[config.mk]
export PLATFORM = sky130hd
export DESIGN_NAME = hkvs_ctrl
export DESIGN_NICKNAME = d
export VERILOG_FILES = /design/src/hkvs_pkg.sv /design/src/hkvs_ctrl.sv
export SDC_FILE = /design/constraint.sdc
export NUM_CORES = 1
export LEC_CHECK = 0
export BUFFER_PORTS_ARGS = -buffer_cell sky130_fd_sc_hd__buf_2
export CORE_AREA = 2 2 39 41
export CTS_CLUSTER_SIZE = 16
export DETAILED_ROUTE_END_ITERATION = 8
export DIE_AREA = 0 0 41 43
export HOLD_SLACK_MARGIN = 0.03
export PLACE_DENSITY = 0.38
export REMOVE_ABC_BUFFERS = 1
export SLEW_MARGIN = 10
export SYNTH_ARGS = -nofsm -noshare
export SYNTH_HDL_FRONTEND = slang
export SYNTH_SLANG_ARGS = --single-unit
[constraint.sdc]
create_clock -name i_clk -period 0.9 [get_ports i_clk]
set_input_delay 0.045 -clock i_clk [delete_from_list [all_inputs] [get_ports i_clk]]
set_output_delay 0.045 -clock i_clk [all_outputs]
set_load 0.01 [all_outputs]
[src/hkvs_pkg.sv]
// ----------------------------------------------------------------------------
// hkvs_pkg
// Shared types and constants of the hashed key-value store: operation and
// status codes, controller states and the controller/datapath interface.
// ----------------------------------------------------------------------------
package hkvs_pkg;

    localparam logic [31:0] GOLD_FRAC = 32'hB7E1_5162;

    typedef enum logic [1:0] {
        MODE_INSERT = 2'd0,
        MODE_SEARCH = 2'd1,
        MODE_DELETE = 2'd2,
        MODE_CLEAR  = 2'd3
    } t_mode;

    typedef enum logic [1:0] {
        ST_OK   = 2'd0,
        ST_MISS = 2'd1,
        ST_FULL = 2'd2
    } t_status;

    typedef enum logic [2:0] {
        S_INIT,
        S_IDLE,
        S_HASH,
        S_BUCKET,
        S_READ,
        S_EXEC,
        S_CLEAR
    } t_state;

    typedef struct packed {
        logic load;
        logic hash;
        logic bucket;
        logic read;
        logic exec;
        logic sweep;
        logic clear_done;
    } t_cmd;

    typedef struct packed {
        logic is_clear;
        logic sweep_last;
    } t_dp_stat;

endpackage

[src/hkvs_ctrl.sv]
// ----------------------------------------------------------------------------
// hkvs_ctrl
// Controller of the key-value store. Steps each request through hashing,
// bucket read and execution, and runs the fill-count clearing sweep.
// ----------------------------------------------------------------------------
module hkvs_ctrl (
    input  logic               i_clk,
    input  logic               i_rst_n,
    input  logic               start,
    input  hkvs_pkg::t_dp_stat i_stat,
    output hkvs_pkg::t_cmd     o_cmd,
    output logic               busy
);

    hkvs_pkg::t_state r_state;
    hkvs_pkg::t_state n_state;

    always_ff @(posedge i_clk) begin
        if (!i_rst_n) begin
            r_state <= hkvs_pkg::S_INIT;
        end else begin
            r_state <= n_state;
        end
    end

    always_comb begin
        n_state = r_state;
        o_cmd   = '0;
        unique case (r_state)
            hkvs_pkg::S_INIT: begin
                o_cmd.sweep = 1'b1;
                if (i_stat.sweep_last) begin
                    n_state = hkvs_pkg::S_IDLE;
                end
            end
            hkvs_pkg::S_IDLE: begin
                if (start) begin
                    o_cmd.load = 1'b1;
                    n_state    = hkvs_pkg::S_HASH;
                end
            end
            hkvs_pkg::S_HASH: begin
                o_cmd.hash = 1'b1;
                n_state    = i_stat.is_clear ? hkvs_pkg::S_CLEAR : hkvs_pkg::S_BUCKET;
            end
            hkvs_pkg::S_BUCKET: begin
                o_cmd.bucket = 1'b1;
                n_state      = hkvs_pkg::S_READ;
            end
            hkvs_pkg::S_READ: begin
                o_cmd.read = 1'b1;
                n_state    = hkvs_pkg::S_EXEC;
            end
            hkvs_pkg::S_EXEC: begin
                o_cmd.exec = 1'b1;
                n_state    = hkvs_pkg::S_IDLE;
            end
            hkvs_pkg::S_CLEAR: begin
                o_cmd.sweep = 1'b1;
                if (i_stat.sweep_last) begin
                    o_cmd.clear_done = 1'b1;
                    n_state          = hkvs_pkg::S_IDLE;
                end
            end
            default: begin
                n_state = hkvs_pkg::S_INIT;
            end
        endcase
    end

    assign busy = (r_state != hkvs_pkg::S_IDLE);

endmodule

# Word-level counts from Yosys, hierarchy flattened
# Index checks and enable logic that the tools add are counted.
[word_totals] reg_bits=3 in_bits=5 out_inout_bits=8 elab_cells=26
[classes] n_eq_ne=9 n_mux=13 n_reduce_logical=3
[op_table] op="$pmux W3 S6" n=1
[op_table] op="$eq A3 B3 Y1 const B" n=3
[op_table] op="$mux W1" n=9
[op_table] op="$mux W3" n=3
[op_table] op="$eq A3 B2 Y1 const B" n=2
[op_table] op="$eq A3 B1 Y1 const B" n=1
[op_table] op="$logic_not A3 Y1" n=1
[op_table] op="$ne A3 B1 Y1 const B" n=1
[op_table] op="$ne A2 B1 Y1 const B" n=1
[op_table] op="$ne A2 B2 Y1 const B" n=1
[op_table] op="$reduce_and A2 Y1" n=1
[op_table] op="$reduce_or A2 Y1" n=1

# Logic depth before layout (Yosys ltp)
# Gate-level depths: netlist of the first run.
[logic_depth] word_depth=4 depth_mapped=4 depth_no_buf=3

# Worst setup path after synthesis of the first run
# OpenSTA, ideal clock, no wires.
[synth_timing] path_type="reg-to-reg" start="register r_state[0]" end="register r_state[1]" setup_time_ns=0.115 arrival_ns=0.892 t_required_ns=0.785 setup_slack_ns=-0.107 stages_incl_launch_ff=5 n_path_buf=1 period_less_slack_ns=1.007 path_cell_list="dfxtp_1 -> buf_6 -> nor2b_4 -> and3b_4 -> o21a_1"
[synth_via] elab_chain_len=4 word_cells_on_any_way=12 classes_between="8 x eq/ne; 1 x mux; 3 x reduce/logical"
[synth_rtl] element="start: declaration" line="hkvs_ctrl.sv:15" text="hkvs_pkg::t_state r_state;"
[synth_rtl] element="start signal: assignment" line="hkvs_ctrl.sv:20" text="r_state <= hkvs_pkg::S_INIT;"
[synth_rtl] element="start signal: assignment" line="hkvs_ctrl.sv:22" text="r_state <= n_state;"
[synth_rtl] element="$eq A3 B3 Y1 or $logic_not A3 Y1 (tied branches)" line="hkvs_ctrl.sv:29" text="unique case (r_state)"
[synth_rtl] element="$reduce_or A2 Y1 (no source line)"
[synth_rtl] element="$ne A2 B1 Y1 (no source line)"
[synth_rtl] element="$reduce_and A2 Y1 (no source line)"
# Parallel ways exist; a longest one is shown, timed or not.
# A chain may end at the register's enable or synchronous reset.

# Worst setup path after layout of the first run
[layout_timing] start="register r_state[0]" end="output busy"
[layout_via] elab_chain_len=1
[layout_rtl] element="$ne A3 B1 Y1" line="hkvs_ctrl.sv:71" text="assign busy = (r_state != hkvs_pkg::S_IDLE);"
[layout_rtl] element="end: declaration" line="hkvs_ctrl.sv:12" text="output logic busy"
# No other way between the ends.

==> results of run 1 <==
-- stage by stage --
stage / TNS, ps / hold slack (ps) / cell area [sq um] / setup slack (ps)
finish: -1910 / 51.7 / 483 / -245
floorplan: -413 / 163 / 235 / -142
detailed placement: -834 / 289 / 375 / -128
global route: -2530 / 59.0 / 483 / -293
global placement: -908 / 283 / 375 / -129
CTS: -1980 / 42.2 / 467 / -253
-- power by group through the flow --
stage,registers [mW],clock network [mW],logic [mW]
final,0.165,0.250,0.243
after global routing,0.167,0.267,0.267
after CTS,0.164,0.253,0.234
after detailed placement,0.171,0,0.191
after global placement,0.171,0,0.193
after floorplan,0.174,0,0.0893
-- final cells by class --
cell class	instances	area, sq um	area share
Clock buffer	4	26.3	0.0544
Multi-Input combinational cell	25	191	0.396
Sequential cell	3	71.3	0.148
Tap cell	16	20.0	0.0415
Timing Repair Buffer	24	174	0.360
-- cell usage in the layout (no fill, tap or decap), drive strengths merged --
master / netlist / routed
nor3b: 1 / 1
or2b: 2 / 2
xor2: 1 / 1
o21a: 1 / 1
nor2: 3 / 3
a21boi: 1 / 1
buf: 3 / 24
or2: 1 / 1
nand2: 3 / 3
dfxtp: 3 / 3
clkbuf: 0 / 4
and3b: 2 / 2
nor3: 1 / 1
a21oi: 3 / 3
nor2b: 2 / 2
and2: 1 / 1
o21ai: 2 / 2
o2111a: 1 / 1
-- worst max-delay path by stage --
stage                     startpoint          to  slack (ps)  depth (start not counted)
after global placement    r_state[2]  r_state[1]        -130                          3
after global routing      r_state[1]    o_cmd[0]        -290                          3
after CTS                 r_state[0]        busy        -250                          3
after floorplan           r_state[2]  r_state[1]        -140                          3
final                     r_state[0]        busy        -240                          3
after detailed placement  r_state[2]  r_state[1]        -130                          3
-- worst register-to-register path: stages, from the launching register on --
cell     delay (ps)
dfxtp_4         360
or2b_1          260
buf_4           140
a21oi_1         100
o21a_1          120
-- metal layers --
metal / track usage / vias up
met5: 0 / -
met4: 0.107 / 0
met3: 0.0262 / 2
met2: 0.150 / 8
met1: 0.112 / 124
li1: - / 158
-- repair_timing --
item                                    in CTS  in global routing
resized for setup                           11                  4
pin swaps                                    6                  2
buffers inserted                             4                  1
endpoints found under the setup margin      11                 11
cloned                                       0                  0
-- kinds of logic after synthesis --
| family | count (synthesis) | synth area share |
|---|---|---|
| compound gates | 8 | 0.211 |
| simple gates | 16 | 0.426 |
| buf+inv | 3 | 0.100 |
| flops | 3 | 0.230 |
| xor+xnor | 1 | 0.0335 |
==> metrics.yaml, run 1 <==
setup_path:
  cp.required_ps: 850
  max_stage_delay_ps: 350
  r2r_slack_ps: -140
  cp_slowest_cell: "dfxtp_4"
  worstPathCellList: "nor2b_4 -> or2b_1 -> buf_2"
  cp-start-kind: "register"
  regToRegStartpoint: "r_state[1]"
  r2r_cells: 4
  crit_path_end_kind: "primary output"
  cp_data_arrival_time_ps: 1100
  r2r_end: "r_state[1]"
  critPathKind: "register to primary output"
  worst-path-buf-inv: 1
  crit_fanout: 4
  critical_path.top_delay_family: "simple AND/OR/NAND/NOR gates"
detailed_routing:
  met2_length_um: 351
  drcViolationCount: 0
  wl_met3_um: 38
  wl_met1_um: 275
  firstDrtPassIters: 2
  drt_iter0_markers: 5
  wl_um: 683
  vias: 292
  detail_route.vias_per_cell: 4.06
  top_layer: "met4"
  ant_nets: 0
  routedWlPerCell_um: 9.49
pwr:
  total_power_mw: 0.657
  switchingPower_mw: 0.198
  power_frac_clock: 0.380
  ir_worst_vdd_mv: 0.616
  p_sw_frac: 0.301
  p_int_mw: 0.460
  total_leakage_power_nw: 0.234
  power.density_mw_per_mm2: 1360
  power_frac_seq: 0.251
  combinationalPowerShare: 0.370
global_routing:
  grt_max_degree: 7
  antenna_found_initial: 0
  grt_usage: 0.104
  gr-total-overflow: 0
  grt_pass1_vias: 305
  grt_pass1_wl_mm: 1.21
clocking:
  root_buffer: "clkbuf_4"
  clk_latency_ps: 240
  cts_num_sinks: 3
  clk_pin_slew_ps: 40
  htreeDepth: 1
  cts_tree: "yes"
  ctsHoldBuffers: 0
  cts_buffer_depth: 2
  numCtsBuffers: 3
run_status:
  violations: "setup timing"
  status: "complete, but fails checks"
floorplan:
  fp.dieArea_sq_mm: 0.00176
  rows: 14
  dieWidth_um: 41
  start_util: 0.189
  core-area_sq_mm: 0.00138
  fp.dieH_um: 43
  ioPinCount: 13
yosys:
  async_flop_share: 0
  synthTopCellsByArea: "dfxtp_1 (23%), nor2b_4 (11%), a21oi_1 (5.7%)"
  synth_edf_count: 0
  synthTopCellsByCount: "a21oi_1 (3), dfxtp_1 (3), nand2_1 (3), nor2_1 (3)"
  synthFlopType: "dfxtp_1"
  synth_area_sq_um: 262
  ys_seq_area_frac: 0.230
  syn-instance-count: 31
  synth_cell_types: 20
  synth-seq-cells: 3
  avgSynthCellArea_sq_um: 8.44
  synth_top_area_share: 0.230
  yosys_warnings: 0
  synth_area_leader_cell: "dfxtp_1"
sta:
  setup_viol_count_final: 11
  min_period_ps: 1140
  fin_ws_ps: -245
  hold_viol: 0
  period_share: 1.27
  finClkSkew_ps: 3.11
  rsz0062_at_grt: "true"
  timing.fmax_mhz: 873
  worst_slew_pin_slew_ps: 143
  drv_slew: 0
  max-slew-margin-rel: 0.905
finish:
  area_delta_synth_final_pct: 84.7
  finalNetCount: 62
  fillers: 156
  top_regs: "r_state (3)"
  largest_reg_flops: 3
  num_antenna_cells: 0
  drive_above_1_share: 0.679
  fin_util: 0.349
  regMostFlops: "r_state"
  fin_cells: 72
place:
  place_congestion: 0.681
  port_buffers: 12
  placed_cells: 64
hold_path:
  hold_path.class: "primary input to register"
  hp-start: "i_rst_n"
  min_path_cells: 2
  holdPathEnd: "r_state[1]"
job:
  drv_cap: 0
Power figures use the tool's default switching activity.
==> run 2, diff against run 1 <==
ABC_AREA = 1   (was default)
PLACE_DENSITY = 0.39   (was 0.38)
==> run 2 against run 1 <==
Largest cell class unchanged. Register-to-register slack improved by 50 ps. The run still ends with setup timing left. Clock skew about the same. Synthesized cell count grew 42%.
==> metrics.yaml, run 2 <==
clocking:
  clk_pin_slew_ps: 40  # about the same
  cts_buffer_depth: 2  # unchanged
  htreeDepth: 1  # unchanged
  clk_latency_ps: 230  # about the same
  cts_tree: "yes"
  root_buffer: "clkbuf_4"
  ctsHoldBuffers: 0  # unchanged
  cts_num_sinks: 3  # unchanged
  numCtsBuffers: 3  # unchanged
sta:
  rsz0062_at_grt: "true"
  hold-worst-slack_ps: 60.1  # +8.36 ps
  max-slew-margin-rel: 0.885  # -0.0196
  drv_slew: 0  # unchanged
  hold_viol: 0  # unchanged
  setup_viol_count_final: 11  # unchanged
  period_share: 1.25  # -0.0253
  fin_ws_ps: -222  # +22.7 ps
  fin_setup_tns_ps: -1630  # +279 ps
  timing.fmax_mhz: 891  # +2.0%
  min_period_ps: 1120  # -22.7 ps
  worst_slew_pin_slew_ps: 171  # +28.1 ps
  finClkSkew_ps: 2.95  # -0.163 ps
finish:
  fin_util: 0.360  # +0.0108
  top_regs: "r_state (3)"
  fin_cells: 83  # +15%
  finalNetCount: 73  # +18%
  area_delta_synth_final_pct: 84.3
  largest_reg_flops: 3  # unchanged
  drive_above_1_share: 0.657  # -0.0219
  regMostFlops: "r_state"
  num_antenna_cells: 0  # unchanged
  layout_commonest_cell: "buf_2"
  layout_common_cells: "buf_2 (10), nor2_1 (7), nand2_1 (6)"
global_routing:
  antenna_found_initial: 0  # unchanged
  grt_pass1_vias: 250  # -18%
  grt_max_degree: 9  # +2
  grt_pass1_wl_um: 924  # -23%
  grt_usage: 0.0822  # -0.0221
  gr-total-overflow: 0  # unchanged
floorplan:
  dieWidth_um: 41  # unchanged
  ioPinCount: 13  # unchanged
  core-area_sq_mm: 0.00138  # unchanged
  rows: 14  # unchanged
  fp.dieArea_sq_mm: 0.00176  # unchanged
  fp.dieH_um: 43  # unchanged
  start_util: 0.195  # +0.00633
setup_path:
  crit_start: "r_state[0]"
  r2r_cells: 8  # +4
  cp_data_arrival_time_ps: 1080  # -20 ps
  critPathKind: "register to primary output"
  cp-start-kind: "register"
  regToRegStartpoint: "r_state[0]"
  cp.required_ps: 850  # about the same
  crit_fanout: 6  # +2
  crit_path_end_kind: "primary output"
pwr:
  power_frac_clock: 0.132  # -0.248
  p_int_mw: 0.988  # +120%
  ir_worst_vdd_mv: 1.05  # +71%
  power.density_mw_per_mm2: 3590  # +160%
  power_frac_seq: 0.206  # -0.045
  switchingPower_mw: 0.798  # +300%
  total_leakage_power_nw: 0.261  # +12%
  p_sw_frac: 0.447  # +0.146
  combinationalPowerShare: 0.662  # +0.292
detailed_routing:
  drt_iter0_markers: 3  # -2
  firstDrtPassIters: 2  # unchanged
  detail_route.vias_per_cell: 4.00  # -1.4%
  ant_nets: 0  # unchanged
  wl_um: 688  # +0.73%
  routedWlPerCell_um: 8.29  # -13%
  vias: 332  # +14%
  drcViolationCount: 0  # unchanged
yosys:
  synthTopCellsByCount: "nor2_1 (9), inv_1 (7), nand2_1 (7)"
  ys_seq_area_frac: 0.222  # -0.00744
  yosys_warnings: 0  # unchanged
  avgSynthCellArea_sq_um: 6.14  # -27%
  async_flop_share: 0  # unchanged
  yosysMostFrequentCell: "nor2_1"
  synth_cell_types: 15  # -25%
  synthTopCellsByArea: "dfxtp_1 (22%), nor2_1 (13%), inv_1 (9.7%)"
  synth_area_leader_cell: "dfxtp_1"
  synthFlopType: "dfxtp_1"
  synth_top_area_share: 0.222  # -0.00744
  synth-seq-cells: 3  # unchanged
  synth_edf_count: 0  # unchanged
  syn-instance-count: 44  # +42%
  synth_area_sq_um: 270  # +3.3%
place:
  place_congestion: 0.697  # +2.2%
  port_buffers: 12  # unchanged
  dp_hpwl_um: 517
  placed_cells: 77  # +20%
run_status:
  violations: "setup timing"
  status: "complete, but fails checks"
hold_path:
  min_path_cells: 3  # +1
  hold_path.class: "primary input to register"
  hp-start: "i_rst_n"
job:
  drv_cap: 0  # unchanged
==> run 2: worst paths after layout <==
path	endpoint	slack (ps)
setup reg to reg	r_state[1]	-90
hold reg to reg	r_state[1]	550
hold / removal	r_state[2]	60
setup / recovery	o_cmd[6]	-220
==> run 2: per-layer routing <==
metal  GRT usage  share of wire
met5           0              0
met4      0.0600              0
met3      0.0471          0.057
met2       0.116           0.55
met1      0.0863           0.39
==> run 2: layout make-up <==
class                   instances  area, sq um
clock buffers                   4         26.3
fillers                       155          886
inverters                       9         41.3
multi-input cells              31          195
flip-flops and latches          3         71.3
well taps                      16         20.0
repair buffers                 20          144
==> run 2: cells by family (layout without fill, tap and decap cells) <==
| logic type | after synthesis | count (layout) | synth area share |
|---|---|---|---|
| flops | 3 | 3 | 0.222 |
| simple gates | 29 | 29 | 0.574 |
| compound gates | 2 | 2 | 0.0370 |
| buf+inv | 10 | 33 | 0.167 |
==> run 2: metrics by stage <==
| step | total power [mW] | setup slack [ps] | cell area [sq um] |
|---|---|---|---|
| floorplan | 0.867 | -111 | 259 |
| global placement | 1.25 | -152 | 384 |
| detailed placement | 1.23 | -164 | 384 |
| CTS | 1.64 | -250 | 457 |
| global route | 1.94 | -267 | 498 |
| finish | 1.79 | -222 | 498 |
==> run 2: worst max-delay path, cell delays in order, from the launching register on <==
cell	delay [ps]
dfxtp_4	370
buf_6	100
nand3_4	50
buf_6	120
nor2_4	90
buf_6	100
==> run 2: repair_timing <==
action / CTS / global route
gates resized for setup: 13 / 10
pin swaps: 1 / 2
endpoints found under the setup margin: 11 / 11
setup buffers: 1 / 1
==> run 2: power by group through the flow <==
stage | sequential (mW) | combinational [mW] | clock (mW)
detailed placement | 0.298 | 0.930 | 0
global placement | 0.300 | 0.951 | 0
CTS | 0.345 | 1.05 | 0.249
global route | 0.381 | 1.31 | 0.253
finish | 0.368 | 1.18 | 0.236
floorplan | 0.281 | 0.586 | 0
==> run 3, diff against run 2 <==
HOLD_SLACK_MARGIN = default   (was 0.03)
PLACE_DENSITY = 0.45   (was 0.39)
clock period = 1.3 ns   (was 0.9 ns; I/O delays follow)
==> run 3 against run 2 <==
Global-route usage grew 1.2 points. Design area shrank 26%. Utilization shrank 9.5 points. Count of clock-buffer cells in the layout is the same. Wire length shrank 7.3%. Combinational power shrank 55%. Total power shrank 49%. The flow now finishes without violations. Worst setup slack gained 380 ps.
==> metrics.yaml, run 3 (same netlist as run 2, synthesis figures left out) <==
setup_path:
  max_stage_delay_ps: 370  # about the same
  cp-start-kind: "register"
  worstPathCellList: "nor2_2 -> inv_1 -> nor2_1 -> buf_2"
  critPathKind: "register to primary output"
  crit_fanout: 6  # unchanged
  cp.required_ps: 1240  # +390 ps
  cp_slowest_cell: "dfxtp_1"
  cp_data_arrival_time_ps: 1080  # about the same
  crit_path_end_kind: "primary output"
floorplan:
  start_util: 0.195  # unchanged
  ioPinCount: 13  # unchanged
  core-area_sq_mm: 0.00138  # unchanged
  fp.dieH_um: 43  # unchanged
  dieWidth_um: 41  # unchanged
  fp.dieArea_sq_mm: 0.00176  # unchanged
  rows: 14  # unchanged
finish:
  area_delta_synth_final_pct: 35.6
  fillers: 165  # +6.5%
  seq_area_sq_um: 61.3  # -14%
  drive_above_1_share: 0.458  # -0.199
  regMostFlops: "r_state"
  largest_reg_flops: 3  # unchanged
  num_antenna_cells: 0  # unchanged
  layout_commonest_cell: "buf_2"
  layout_common_cells: "buf_2 (12), nor2_1 (9), inv_1 (7), nand2_1 (7)"
  top_regs: "r_state (3)"
  fin_util: 0.265  # -0.0949
  multi_input_area_sq_um: 165  # -15%
  finalNetCount: 65  # -11%
pwr:
  ir_worst_vdd_mv: 0.821  # -22%
  power.density_mw_per_mm2: 2480  # -31%
  total_leakage_power_nw: 0.214  # -18%
sta:
  fin_setup_tns_ps: 0  # +1630 ps
  hold-worst-slack_ps: 74.7  # +14.6 ps
  min_period_ps: 1140
  hold_viol: 0  # unchanged
  max-slew-margin-rel: 0.833  # -0.0522
  setup_viol_count_final: 0  # -11
  timing.fmax_mhz: 875
  fin_ws_ps: 157  # +379 ps
  period_share: 0.879
  finClkSkew_ps: 2.08  # -0.873 ps
  worst_slew_pin_slew_ps: 250  # +79.3 ps
  drv_slew: 0  # unchanged
  rsz0062_at_grt: "false"
run_status:
  status: "completed"
detailed_routing:
  vias: 307  # -7.5%
  detail_route.vias_per_cell: 4.09  # +2.3%
  firstDrtPassIters: 4  # +2
  drcViolationCount: 0  # unchanged
  wl_um: 638  # -7.3%
  routedWlPerCell_um: 8.51  # +2.6%
  drt_iter0_markers: 5  # +2
  ant_nets: 0  # unchanged
job:
  drv_cap: 0  # unchanged
place:
  dp_hpwl_um: 514  # -0.64%
  place_congestion: 0.755  # +8.4%
  port_buffers: 12  # unchanged
  dp_slack_ps: 208  # +372 ps
global_routing:
  grt_max_degree: 9  # unchanged
  gr-total-overflow: 0  # unchanged
  grt_pass1_wl_mm: 1.06  # +14%
  grt_pass1_vias: 276  # +10%
  grt_usage: 0.0942  # +0.0120
  antenna_found_initial: 0  # unchanged
clocking:
  htreeDepth: 1  # unchanged
  cts_buffer_depth: 2  # unchanged
  numCtsBuffers: 3  # unchanged
  cts_tree: "yes"
  clk_pin_slew_ps: 40  # about the same
  clk_latency_ps: 240  # about the same
  root_buffer: "clkbuf_4"
  cts_num_sinks: 3  # unchanged
hold_path:
  hold_path.class: "primary input to register"
[run 3: per-stage QoR]
step,cell area (sq um),total power [mW],std cells
after floorplan,259,0.600,43
after global placement,339,0.749,71
after detailed placement,339,0.748,71
after CTS,365,0.922,75
after global routing,367,1.01,75
final,367,0.909,75
[run 3: critical path: cells and delay by family (launching register included)]
kind	cells	cell delay (ps)
flip-flops	1	370
AND/OR/NAND/NOR	2	260
buffers and inverters	2	220
[run 3: timing repair]
item,in CTS,in global routing
hold buffers,0,0
endpoints found under the setup margin,0,2
resized for setup,0,1
setup buffers,0,0
[run 3: final timing paths]
path / from / to / slack, ps / cells after the start
worst max-delay path: r_state[0] / o_cmd[3] / 160 / 4
worst min register to register: r_state[1] / r_state[1] / 580 / 2
worst max register to register: r_state[0] / r_state[0] / 240 / 7
worst min-delay path: i_rst_n / r_state[1] / 70 / 3
[run 3: cell type report]
| type | instances | area share |
|---|---|---|
| inverters | 9 | 0.0922 |
| multi-input cells | 31 | 0.451 |
| clock buffers | 4 | 0.0717 |
| flip-flops and latches | 3 | 0.167 |
| repair buffers | 12 | 0.164 |
| well taps | 16 | 0.0546 |
[run 3: layer usage]
| layer | global-route usage | part of all wire |
|---|---|---|
| met3 | 0.0314 | 0.080 |
| met5 | 0 | 0 |
| met4 | 0.0800 | 0.038 |
| met2 | 0.122 | 0.49 |
| met1 | 0.118 | 0.39 |
[run 3: where the power goes]
part / switching (mW) / leakage [nW] / total [mW] / internal, mW
registers: 0.0762 / 0.0251 / 0.213 / 0.136
logic: 0.321 / 0.173 / 0.530 / 0.209
clock network: 0.0506 / 0.0150 / 0.166 / 0.115
total: 0.448 / 0.214 / 0.909 / 0.461
